`src/hdl/buc_pkg.sv`:
```
// Shared types and constants for the battery undervoltage cutoff block.
`default_nettype none
package buc_pkg;

  localparam int SAMPLE_W   = 10;
  localparam int ELAPSED_W  = 8;
  localparam int LEVEL_W    = 10;
  localparam int DELAY_W    = 14;
  localparam int CFG_IDX_W  = 1;
  localparam int CFG_DATA_W = 14;

  localparam logic [DELAY_W-1:0] COUNT_MAX = {DELAY_W{1'b1}};

  localparam logic [CFG_IDX_W-1:0] REG_CUTOFF_LEVEL    = 1'b0;
  localparam logic [CFG_IDX_W-1:0] REG_CUTOFF_DELAY_MS = 1'b1;

  localparam logic [LEVEL_W-1:0] CUTOFF_LEVEL_RST    = 10'd395;
  localparam logic [DELAY_W-1:0] CUTOFF_DELAY_MS_RST = 14'd4000;

  typedef struct packed {
    logic [SAMPLE_W-1:0]  adc_sample;
    logic [ELAPSED_W-1:0] elapsed_ms;
  } in_item_t;

  typedef struct packed {
    logic                relay_on;
    logic [LEVEL_W-1:0]  average_level;
    logic                below_cutoff;
    logic                timer_running;
  } out_item_t;

  typedef struct packed {
    logic                 valid;
    logic [LEVEL_W-1:0]   average;
    logic [ELAPSED_W-1:0] elapsed_ms;
  } avg_beat_t;

endpackage
`default_nettype wire

```
`src/hdl/buc_sample_cell.sv`:
```
// One cell of the sample shift line: holds one sample and passes it on.
`default_nettype none
module buc_sample_cell
  import buc_pkg::*;
(
  input  wire logic                clk,
  input  wire logic                rst_n,
  input  wire logic                shift_en,
  input  wire logic [SAMPLE_W-1:0] d_in,
  output logic      [SAMPLE_W-1:0] d_out
);

  logic [SAMPLE_W-1:0] sample_r;

  always_ff @(posedge clk) begin
    if (!rst_n) begin
      sample_r <= '0;
    end else if (shift_en) begin
      sample_r <= d_in;
    end
  end

  assign d_out = sample_r;

endmodule
`default_nettype wire

```
`src/hdl/buc_avg.sv`:
```
// Running total of the sample window and reciprocal-multiply average stage.
`default_nettype none
module buc_avg
  import buc_pkg::*;
#(
  parameter int WINDOW = 20
)
(
  input  wire logic                 clk,
  input  wire logic                 rst_n,
  input  wire logic                 in_valid,
  output logic                      in_ready,
  input  wire logic [SAMPLE_W-1:0]  sample,
  input  wire logic [ELAPSED_W-1:0] elapsed_ms,
  input  wire logic [SAMPLE_W-1:0]  oldest,
  output logic                      shift_en,
  output avg_beat_t                 beat,
  input  wire logic                 beat_ready
);

  localparam int TOTAL_W = $clog2(WINDOW * (2**SAMPLE_W - 1) + 1);
  localparam int SH      = TOTAL_W + $clog2(WINDOW);
  localparam int RECIP_W = SH + 1;
  localparam int PROD_W  = TOTAL_W + RECIP_W;
  localparam longint unsigned RECIP_VAL = ((64'd1 << SH) + WINDOW - 1) / WINDOW;
  localparam logic [RECIP_W-1:0] RECIP = RECIP_W'(RECIP_VAL);

  logic [TOTAL_W-1:0]   total_r, total_nxt;
  logic [TOTAL_W:0]     total_sum;
  logic                 s1_valid_r;
  logic [ELAPSED_W-1:0] s1_elapsed_r;
  logic                 s2_valid_r;
  logic [ELAPSED_W-1:0] s2_elapsed_r;
  logic [PROD_W-1:0]    prod_r, prod_nxt;
  logic                 s1_ready;
  logic                 s2_ready;

  assign s2_ready = !s2_valid_r || beat_ready;
  assign s1_ready = !s1_valid_r || s2_ready;
  assign in_ready = s1_ready;
  assign shift_en = in_valid && s1_ready;

  assign total_sum = {1'b0, total_r} + (TOTAL_W+1)'(sample) - (TOTAL_W+1)'(oldest);
  assign total_nxt = total_sum[TOTAL_W-1:0];
  assign prod_nxt  = PROD_W'(total_r) * PROD_W'(RECIP);

  always_ff @(posedge clk) begin
    if (!rst_n) begin
      total_r    <= '0;
      s1_valid_r <= 1'b0;
      s2_valid_r <= 1'b0;
    end else begin
      if (shift_en) begin
        total_r <= total_nxt;
      end
      if (s1_ready) begin
        s1_valid_r <= in_valid;
      end
      if (s2_ready) begin
        s2_valid_r <= s1_valid_r;
      end
    end
  end

  always_ff @(posedge clk) begin
    if (shift_en) begin
      s1_elapsed_r <= elapsed_ms;
    end
    if (s2_ready && s1_valid_r) begin
      s2_elapsed_r <= s1_elapsed_r;
      prod_r       <= prod_nxt;
    end
  end

  assign beat.valid      = s2_valid_r;
  assign beat.average    = prod_r[SH +: LEVEL_W];
  assign beat.elapsed_ms = s2_elapsed_r;

endmodule
`default_nettype wire

```
`src/hdl/buc_cutoff.sv`:
```
// Low-voltage latch, delay timer, relay state and result register.
`default_nettype none
module buc_cutoff
  import buc_pkg::*;
(
  input  wire logic               clk,
  input  wire logic               rst_n,
  input  wire avg_beat_t          beat,
  output logic                    beat_ready,
  input  wire logic [LEVEL_W-1:0] cutoff_level,
  input  wire logic [DELAY_W-1:0] cutoff_delay_ms,
  output logic                    out_valid,
  input  wire logic               out_ready,
  output out_item_t               out_data
);

  logic               low_latched_r,  low_latched_nxt;
  logic               delay_active_r, delay_active_nxt;
  logic [DELAY_W-1:0] delay_count_r,  delay_count_nxt;
  logic               relay_closed_r, relay_closed_nxt;
  logic               out_valid_r;
  out_item_t          out_data_r, out_data_nxt;
  logic [DELAY_W:0]   count_sum;
  logic               take;

  assign beat_ready = !out_valid_r || out_ready;
  assign take       = beat.valid && beat_ready;
  assign count_sum  = {1'b0, delay_count_r} + (DELAY_W+1)'(beat.elapsed_ms);

  always_comb begin
    low_latched_nxt  = low_latched_r;
    delay_active_nxt = delay_active_r;
    delay_count_nxt  = delay_count_r;
    relay_closed_nxt = relay_closed_r;
    if (delay_active_r) begin
      delay_count_nxt = count_sum[DELAY_W] ? COUNT_MAX : count_sum[DELAY_W-1:0];
    end
    if (cutoff_level > beat.average && !low_latched_r) begin
      low_latched_nxt  = 1'b1;
      delay_active_nxt = 1'b1;
      delay_count_nxt  = '0;
    end
    if (cutoff_level < beat.average) begin
      low_latched_nxt  = 1'b0;
      relay_closed_nxt = 1'b1;
      delay_active_nxt = 1'b0;
      delay_count_nxt  = '0;
    end
    if (delay_active_nxt && delay_count_nxt >= cutoff_delay_ms) begin
      delay_active_nxt = 1'b0;
      relay_closed_nxt = 1'b0;
    end
    out_data_nxt.relay_on      = relay_closed_nxt;
    out_data_nxt.average_level = beat.average;
    out_data_nxt.below_cutoff  = low_latched_nxt;
    out_data_nxt.timer_running = delay_active_nxt;
  end

  always_ff @(posedge clk) begin
    if (!rst_n) begin
      low_latched_r  <= 1'b1;
      delay_active_r <= 1'b0;
      delay_count_r  <= '0;
      relay_closed_r <= 1'b0;
      out_valid_r    <= 1'b0;
    end else begin
      if (take) begin
        low_latched_r  <= low_latched_nxt;
        delay_active_r <= delay_active_nxt;
        delay_count_r  <= delay_count_nxt;
        relay_closed_r <= relay_closed_nxt;
      end
      if (beat_ready) begin
        out_valid_r <= beat.valid;
      end
    end
  end

  always_ff @(posedge clk) begin
    if (take) begin
      out_data_r <= out_data_nxt;
    end
  end

  assign out_valid = out_valid_r;
  assign out_data  = out_data_r;

endmodule
`default_nettype wire

```
`src/hdl/battery_undervoltage_cutoff_top.sv`:
```
// Battery undervoltage cutoff: moving-average filter, delay timer and relay control.
//
// Input beats carry one ADC sample and the milliseconds since the previous
// beat; each accepted beat yields exactly one result beat with the relay
// state, the truncated window average, the low latch and the timer flag.
// Both channels use valid/ready. A result passes the total, product and result
// registers after its input beat is accepted, and one beat per cycle is sustained
// while the receiver takes results: the sample shift line and running total, the
// reciprocal multiply and the cutoff state each take one register stage.
// A stalled receiver holds the result register; the stages behind it keep
// filling, so input is refused only once all three stages hold beats.
// The configuration port writes cutoff_level (index 0) or cutoff_delay_ms
// (index 1) on any edge with cfg_we high; write only while the block is idle.
// Synchronous reset clears the sample window and the total, sets the low
// latch, opens the relay, stops the timer and loads the default registers.
`default_nettype none
module battery_undervoltage_cutoff_top
  import buc_pkg::*;
#(
  parameter int WINDOW = 20
)
(
  input  wire logic                  clk,
  input  wire logic                  rst_n,
  input  wire logic                  in_valid,
  output logic                       in_ready,
  input  wire in_item_t              in_data,
  output logic                       out_valid,
  input  wire logic                  out_ready,
  output out_item_t                  out_data,
  input  wire logic                  cfg_we,
  input  wire logic [CFG_IDX_W-1:0]  cfg_index,
  input  wire logic [CFG_DATA_W-1:0] cfg_wdata
);

  logic [LEVEL_W-1:0]  cutoff_level_r;
  logic [DELAY_W-1:0]  cutoff_delay_ms_r;
  logic [SAMPLE_W-1:0] tap [WINDOW+1];
  logic                shift_en;
  avg_beat_t           beat;
  logic                beat_ready;

  always_ff @(posedge clk) begin
    if (!rst_n) begin
      cutoff_level_r    <= CUTOFF_LEVEL_RST;
      cutoff_delay_ms_r <= CUTOFF_DELAY_MS_RST;
    end else if (cfg_we) begin
      case (cfg_index)
        REG_CUTOFF_LEVEL:    cutoff_level_r    <= cfg_wdata[LEVEL_W-1:0];
        REG_CUTOFF_DELAY_MS: cutoff_delay_ms_r <= cfg_wdata[DELAY_W-1:0];
        default: begin
        end
      endcase
    end
  end

  assign tap[0] = in_data.adc_sample;

  for (genvar i = 0; i < WINDOW; i++) begin : g_cell
    buc_sample_cell u_cell (
      .clk      (clk),
      .rst_n    (rst_n),
      .shift_en (shift_en),
      .d_in     (tap[i]),
      .d_out    (tap[i+1])
    );
  end

  buc_avg #(
    .WINDOW (WINDOW)
  ) u_avg (
    .clk        (clk),
    .rst_n      (rst_n),
    .in_valid   (in_valid),
    .in_ready   (in_ready),
    .sample     (in_data.adc_sample),
    .elapsed_ms (in_data.elapsed_ms),
    .oldest     (tap[WINDOW]),
    .shift_en   (shift_en),
    .beat       (beat),
    .beat_ready (beat_ready)
  );

  buc_cutoff u_cutoff (
    .clk             (clk),
    .rst_n           (rst_n),
    .beat            (beat),
    .beat_ready      (beat_ready),
    .cutoff_level    (cutoff_level_r),
    .cutoff_delay_ms (cutoff_delay_ms_r),
    .out_valid       (out_valid),
    .out_ready       (out_ready),
    .out_data        (out_data)
  );

endmodule
`default_nettype wire

```
`config.mk`:
```
export PLATFORM = sky130hd
export DESIGN_NAME = battery_undervoltage_cutoff_top
export DESIGN_NICKNAME = d
export VERILOG_FILES = /design/src/hdl/buc_pkg.sv /design/src/hdl/buc_sample_cell.sv /design/src/hdl/buc_avg.sv /design/src/hdl/buc_cutoff.sv /design/src/hdl/battery_undervoltage_cutoff_top.sv
export SDC_FILE = /design/constraint.sdc
export NUM_CORES = 1
export LEC_CHECK = 0
export ABC_AREA = 1
export BUFFER_PORTS_ARGS = -buffer_cell sky130_fd_sc_hd__buf_4
export CAP_MARGIN = 10
export CORE_MARGIN = 5
export CORE_UTILIZATION = 38
export CTS_BUF_LIST = sky130_fd_sc_hd__clkbuf_8
export DETAILED_ROUTE_END_ITERATION = 7
export HOLD_SLACK_MARGIN = 0.15
export PLACE_DENSITY = 0.53
export SETUP_SLACK_MARGIN = 0.15
export SYNTH_ARGS = -nofsm -noshare
export SYNTH_HDL_FRONTEND = slang
export SYNTH_SLANG_ARGS = --single-unit
```
`constraint.sdc`:
```
create_clock -name clk -period 4.55 [get_ports clk]
set_input_delay 0.6825 -clock clk [delete_from_list [all_inputs] [get_ports clk]]
set_output_delay 0.6825 -clock clk [all_outputs]
set_load 0.05 [all_outputs]
```
* Yosys cells after proc, flatten, opt, wreduce, memory -nomap -nowiden
Index checks and enable logic that the tools add are counted.
** Word-level totals
- Register bits :: 318
- Bits of input ports :: 38
** Operators by class
- Muxes and demuxes :: 11
- $mul :: 1
- Bitwise gates (word level) :: 1
- Order comparisons :: 3
- Reduce and logical (&&, ||, !) cells :: 14
- $add $sub $neg :: 3
** Operator list (number)
- 14-bit 2-to-1 mux :: 4
- 15-bit by 16-bit multiplier with 30-bit output (second input constant) :: 1
- 14-bit by 8-bit adder with 15-bit output :: 1
- 15-bit by 10-bit adder with 15-bit output :: 1
- 15-bit by 10-bit subtractor with 15-bit output :: 1
- 14-bit greater-or-equal comparator :: 1
- 10-bit > comparator :: 1
- 10-bit < comparator :: 1
- 1-bit 2-to-1 mux :: 7
- 1-bit logical AND :: 5
- 1-bit logical NOT :: 4
- 2-bit AND reduction :: 2
- 1-bit logical OR :: 3
- 1-bit inverter :: 1

* Logic depth before layout (Yosys ltp)
- Word-level depth :: 8
- Mapped depth :: 24

* Cells and area by module
A second synthesis with hierarchy kept.
** Second synthesis, totals
- Cell total of the unflattened synthesis :: 2633
- Area total of the unflattened synthesis :: 18542.8 um^2
** By module, submodules not included
- buc_sample_cell :: cells an instance 63, sequential area each 200.2 um^2, instances 20, area an instance 411.6 um^2
- buc_avg :: cells an instance 901, sequential area each 1121.1 um^2, instances 1, area an instance 6810.3 um^2
- buc_cutoff :: cells an instance 354, sequential area each 750.7 um^2, instances 1, area an instance 2615.0 um^2
- battery_undervoltage_cutoff_top :: cells an instance 118, sequential area each 480.5 um^2, instances 1, area an instance 884.6 um^2

* Least setup slack after synthesis
OpenSTA, ideal clock, no wires.
- Path kind :: reg-to-reg
- Start point :: register u_avg.total_r[13]
- End point :: register u_avg.prod_r[24], data pin
- Setup time :: 0.252 ns
- Setup slack :: -0.373 ns
- Stages on the path, launching flop included :: 24
- Arrival :: 4.671 ns
- Data required time :: 4.298 ns
- Period minus slack after synthesis :: 4.923 ns
- Cells stage by stage :: dfxtp_1 > inv_1 > ha_1 > inv_1 > ha_1 > a21o_1 > fa_1 > inv_1 > fa_1 > inv_1 > fa_1 > inv_1 > fa_1 > inv_1 > ha_1 > a21o_1 > nand2_1 > nand2_1 > nand2_1 > o21ai_0 > nor3_1 > nand2_1 > nand2_1 > nand2_1
** On the way
- Cells in the longest elaborated chain, start to end :: 1
** Ends and longest elaborated chain
- start, declared :: line buc_avg.sv:28 : logic [TOTAL_W-1:0] total_r, total_nxt;
- start signal, assigned :: line buc_avg.sv:54 : total_r <= total_nxt;
- 15-bit by 16-bit multiplier with 30-bit output :: line buc_avg.sv:45 : assign prod_nxt = PROD_W'(total_r) * PROD_W'(RECIP);
- named net u_avg.prod_nxt[24] :: line buc_avg.sv:34 : logic [PROD_W-1:0] prod_r, prod_nxt;
- end signal, assigned :: line buc_avg.sv:71 : prod_r <= prod_nxt;
- end, declared :: line buc_avg.sv:34
The timed path passes the listed nets, and every way through them passes these cells.
A chain may end at the register's enable or synchronous reset.

* Final worst setup path
- Start point :: register u_avg.total_r[13]
- End point :: register u_avg.prod_r[26], data pin
The elaborated chain is that of the path after synthesis.

==> impl_results.rst <==
.. list-table::
   :header-rows: 1

   * - Metric
     - Value
   * - Maximum number of pins on one net before global-route repair
     - 153
   * - Global-route wire length before repair
     - 64200 µm
   * - Fin crit share
     - 103%
   * - Violations in the final reports
     - setup timing
   * - Crit end category
     - register
   * - Number of standard-cell rows in the floorplan
     - 76
   * - Worst clock skew on the final layout
     - 18.3 ps
   * - DIE AREA
     - 47700 µm²
   * - Number of buffers added on ports
     - 52
   * - Worst path most repeated cell
     - sky130_fd_sc_hd__fa_1
   * - Result of the run
     - finished with violations
   * - DIE HEIGHT
     - 218 µm
   * - Ratio of cells with drive above 1 in the final layout
     - 15.3%
   * - Number of nets in the synthesized netlist
     - 2337
   * - Total of flip-flops plus latches after synthesis
     - 298
   * - Most numerous cell types in the synthesized netlist
     - 466 x sky130_fd_sc_hd__nor2_1, 260 x sky130_fd_sc_hd__inv_1, 259 x sky130_fd_sc_hd__dfxtp_1, 259 x sky130_fd_sc_hd__o21ai_0, 206 x sky130_fd_sc_hd__nand2_1
   * - Summed negative setup slack over all endpoints
     - -586 ps
   * - Placeable Area
     - 43000 µm²
   * - Final worst slack
     - -120 ps
   * - Kind of critical path
     - reg2reg
   * - Final hold violation count
     - 0
   * - Netlist cell types
     - 40
   * - Via count of the first global-routing pass
     - 13069
   * - Worst slew pin tran
     - around 950 ps
   * - Max Fclk
     - 214 MHz
   * - Final count of negative-setup-slack endpoints
     - 9
   * - Max Cap Violations
     - 0
   * - Starting Density
     - 38.4%
   * - Cell count after synthesis
     - 2077
   * - Filler cell count
     - about 4400
   * - Initial DRT Pass Iterations
     - 5
   * - Total length of routed wires
     - 38500 µm
   * - RSZ-0062 raised after global routing
     - yes
   * - Root buf cell
     - sky130_fd_sc_hd__clkbuf_8
   * - Remaining antenna violation count
     - 0
   * - Crit path buffers/inverters
     - 7
   * - Clock Sink Count
     - 298
   * - Max transition margin
     - 36.6%
   * - Synth area leader
     - sky130_fd_sc_hd__dfxtp_1
   * - EDFF count, synth
     - 39
   * - Number of warning messages in the yosys log
     - 0
   * - Sequential area share after synthesis
     - a little under 40%
   * - Vias/cell
     - 4.77
   * - Area growth from synthesis to final layout
     - 18.4%
   * - Synth Cell Area
     - 16500 µm²
   * - Required arrival time at the worst endpoint
     - 4870 ps
   * - Clock latency at the later pin of the worst-skew pair
     - around 570 ps
   * - GRT Util Overall
     - 16.1%
   * - Total DRC errors in the routed layout
     - 0
   * - Number of antenna violations at the first check in global routing
     - 0
   * - Number of max-slew violations in the final report
     - 0
   * - CTS Buf Count
     - 50
   * - Primary flip-flop cell chosen by synthesis mapping
     - sky130_fd_sc_hd__dfxtp_1
   * - Path category of the worst min-delay check
     - in2reg
   * - Data arrival, critical path
     - around 5000 ps
   * - Startpoint type of the worst setup path
     - register
   * - Area of the multi-input gates
     - 9420 µm²
   * - Final std cell area, no fill
     - 19500 µm²
   * - Async set or reset register ratio after synthesis
     - 0%
   * - Critical-path cell list
     - inv_4 > ha_4 > inv_4 > ha_4 > a21o_1 > fa_1 > inv_1 > fa_1 > inv_2 > fa_1 > inv_2 > fa_1 > inv_2 > ha_4 > a21o_1 > buf_4 > a21oi_2 > o21ai_1 > nand2_1 > nand3_2 > xor2_1
   * - Crit-path leading delay family
     - adder cells
   * - Max stage delay cell, worst path
     - sky130_fd_sc_hd__fa_1
   * - Clock-pin slew on the worst setup and hold paths
     - 60 ps
   * - Wire per inst
     - 13.7 µm
   * - Setup slack at placement
     - -289 ps
   * - Routability cong.
     - 0.900
   * - Iteration-0 DRC Markers
     - 681
   * - Crit path largest cell delay
     - 520 ps
   * - DR vias
     - ~13000
   * - Detailed placer's ending HPWL
     - around 28000 µm
   * - Final critical path time including I/O delays and setup
     - 4670 ps
   * - Instance area after placement
     - 18000 µm²
   * - TritonCTS clock tree
     - built
   * - Grt ovf
     - 0
   * - CTS max path bufs
     - 3
   * - Number of buffers inserted by hold repair at cts
     - 0
   * - # H-tree levels
     - 2
   * - Die Span X
     - 218 µm
   * - Dominant cell by count in the synthesized netlist
     - sky130_fd_sc_hd__nor2_1
   * - Total number of nets in the final design
     - 2453
   * - Synth top area cells
     - sky130_fd_sc_hd__dfxtp_1 31%, sky130_fd_sc_hd__ha_1 12%, sky130_fd_sc_hd__nor2_1 11%
   * - Largest fanout of any net on the critical path
     - 3
   * - Total I/O pin count
     - 53
   * - Seq. cell area
     - approximately 6400 µm²
   * - Post-synthesis average cell area
     - 7.94 µm²
   * - Fraction of synthesized cell area taken by the top area cell type
     - 31.4%
-- cell families (layout without fill, tap and decap cells) --
logic type	after synthesis	after routing	share of synthesized area, %
flops	298	298	38.5
buf+inv	346	491	8.22
simple gates	789	789	19.5
other cells	0	1	0
xor+xnor	25	25	1.33
fa+ha+maj	222	222	19.8
compound gates	397	397	12.7
-- layout by cell type, fill, tap and decap left out, types with 3 or more instances in the layout --
cell type                  netlist  layout
sky130_fd_sc_hd__edfxtp_1       39      39
sky130_fd_sc_hd__nand3_2         2       4
sky130_fd_sc_hd__or2_2           5       4
sky130_fd_sc_hd__nand2_4         3       3
sky130_fd_sc_hd__nand2_1       206     194
sky130_fd_sc_hd__ha_4            0      27
sky130_fd_sc_hd__inv_1         260     264
sky130_fd_sc_hd__inv_4           1       3
sky130_fd_sc_hd__nand3_1        67      65
sky130_fd_sc_hd__o21ai_0       259     254
sky130_fd_sc_hd__a21oi_1        91      76
sky130_fd_sc_hd__fa_1           65      59
sky130_fd_sc_hd__clkbuf_8        0      54
sky130_fd_sc_hd__clkinv_2        0       4
sky130_fd_sc_hd__nor2_2          5      11
sky130_fd_sc_hd__dfxtp_1       259     251
sky130_fd_sc_hd__fa_2            0       6
sky130_fd_sc_hd__a21oi_2         0      13
sky130_fd_sc_hd__nand2_2         2      13
sky130_fd_sc_hd__nor2_1        466     455
sky130_fd_sc_hd__o211ai_1       12      12
sky130_fd_sc_hd__nor2_4          2       7
sky130_fd_sc_hd__ha_1          157     130
sky130_fd_sc_hd__buf_4           3     141
sky130_fd_sc_hd__o21ai_1         4       8
sky130_fd_sc_hd__a31oi_1         5       3
sky130_fd_sc_hd__o21a_1          3       3
sky130_fd_sc_hd__dfxtp_2         0       7
sky130_fd_sc_hd__inv_2           2      14
sky130_fd_sc_hd__o21bai_1       12      10
sky130_fd_sc_hd__nand4_1        11      11
sky130_fd_sc_hd__xnor2_1         8       8
sky130_fd_sc_hd__a21o_1         10      10
sky130_fd_sc_hd__xor2_1         17      15
sky130_fd_sc_hd__nor3_2          1       4
sky130_fd_sc_hd__nor3_1         13       9
sky130_fd_sc_hd__buf_6           1       4
-- path summary, 6_finish.rpt --
path | slack (ps) | cells past startpoint | to | start
max reg2reg | -120 | 21 | u_avg.prod_r[26] | u_avg.total_r[13]
max | -120 | 21 | u_avg.prod_r[26] | u_avg.total_r[13]
min | 290 | 1 | u_avg.s1_elapsed_r[0] | in_data[0]
min reg2reg | 420 | 0 | u_avg.s2_elapsed_r[6] | u_avg.s1_elapsed_r[6]
-- stage by stage --
stage	instances	utilization (%)	hold WS (ps)
after floorplan	2077	-	400
after global placement	2712	41.9	405
after detailed placement	2712	41.9	408
after CTS	2804	45.2	223
after global routing	2807	45.5	226
final	2808	45.5	286
-- cell type report --
type	instances	area share (%)
Clock buffer	54	3.80
Multi-Input combinational cell	1433	48.2
Timing Repair Buffer	146	5.75
Sequential cell	298	32.6
Tap cell	585	3.75
Inverter	264	5.14
Clock inverter	27	0.743
Antenna cell	1	0.0128
-- repair_timing --
item / 4_1_cts / 5_1_grt
gates resized for setup: 89 / 25
endpoints found under the hold margin: 0 / 0
setup buffers: 11 / 3
endpoints found under the setup margin: 10 / 10
pin swaps: 44 / 8
-- sequential cells by signal, summed over array words and instances (netlist names) --
signal and cells:
u_avg.s1_valid_r 1, u_avg.s2_elapsed_r 8, u_avg.s2_valid_r 1, u_cutoff.out_data 13, cutoff_delay_ms_r 14, u_cutoff.out_valid 1, u_avg.s1_elapsed_r 8, cutoff_level_r 10
u_cutoff.delay_count_r 14, u_cutoff.delay_active_r 1, g_cell.u_cell.d_out 200, u_cutoff.low_latched_r 1, u_avg.prod_r 10, u_cutoff.relay_closed_r 1, u_avg.total_r 15
-- metal layers --
layer / track usage [%] / share of wire [%] / up-vias
li1: - / - / 6900
met1: 22.3 / 49 / 6216
met2: 25.8 / 45 / 228
met3: 3.02 / 4.1 / 56
met4: 4.44 / 2.1 / 0
met5: 0 / 0 / -
Power is not shown: default switching activity piles up to over one toggle a cycle in this logic, so the estimate is an artifact.
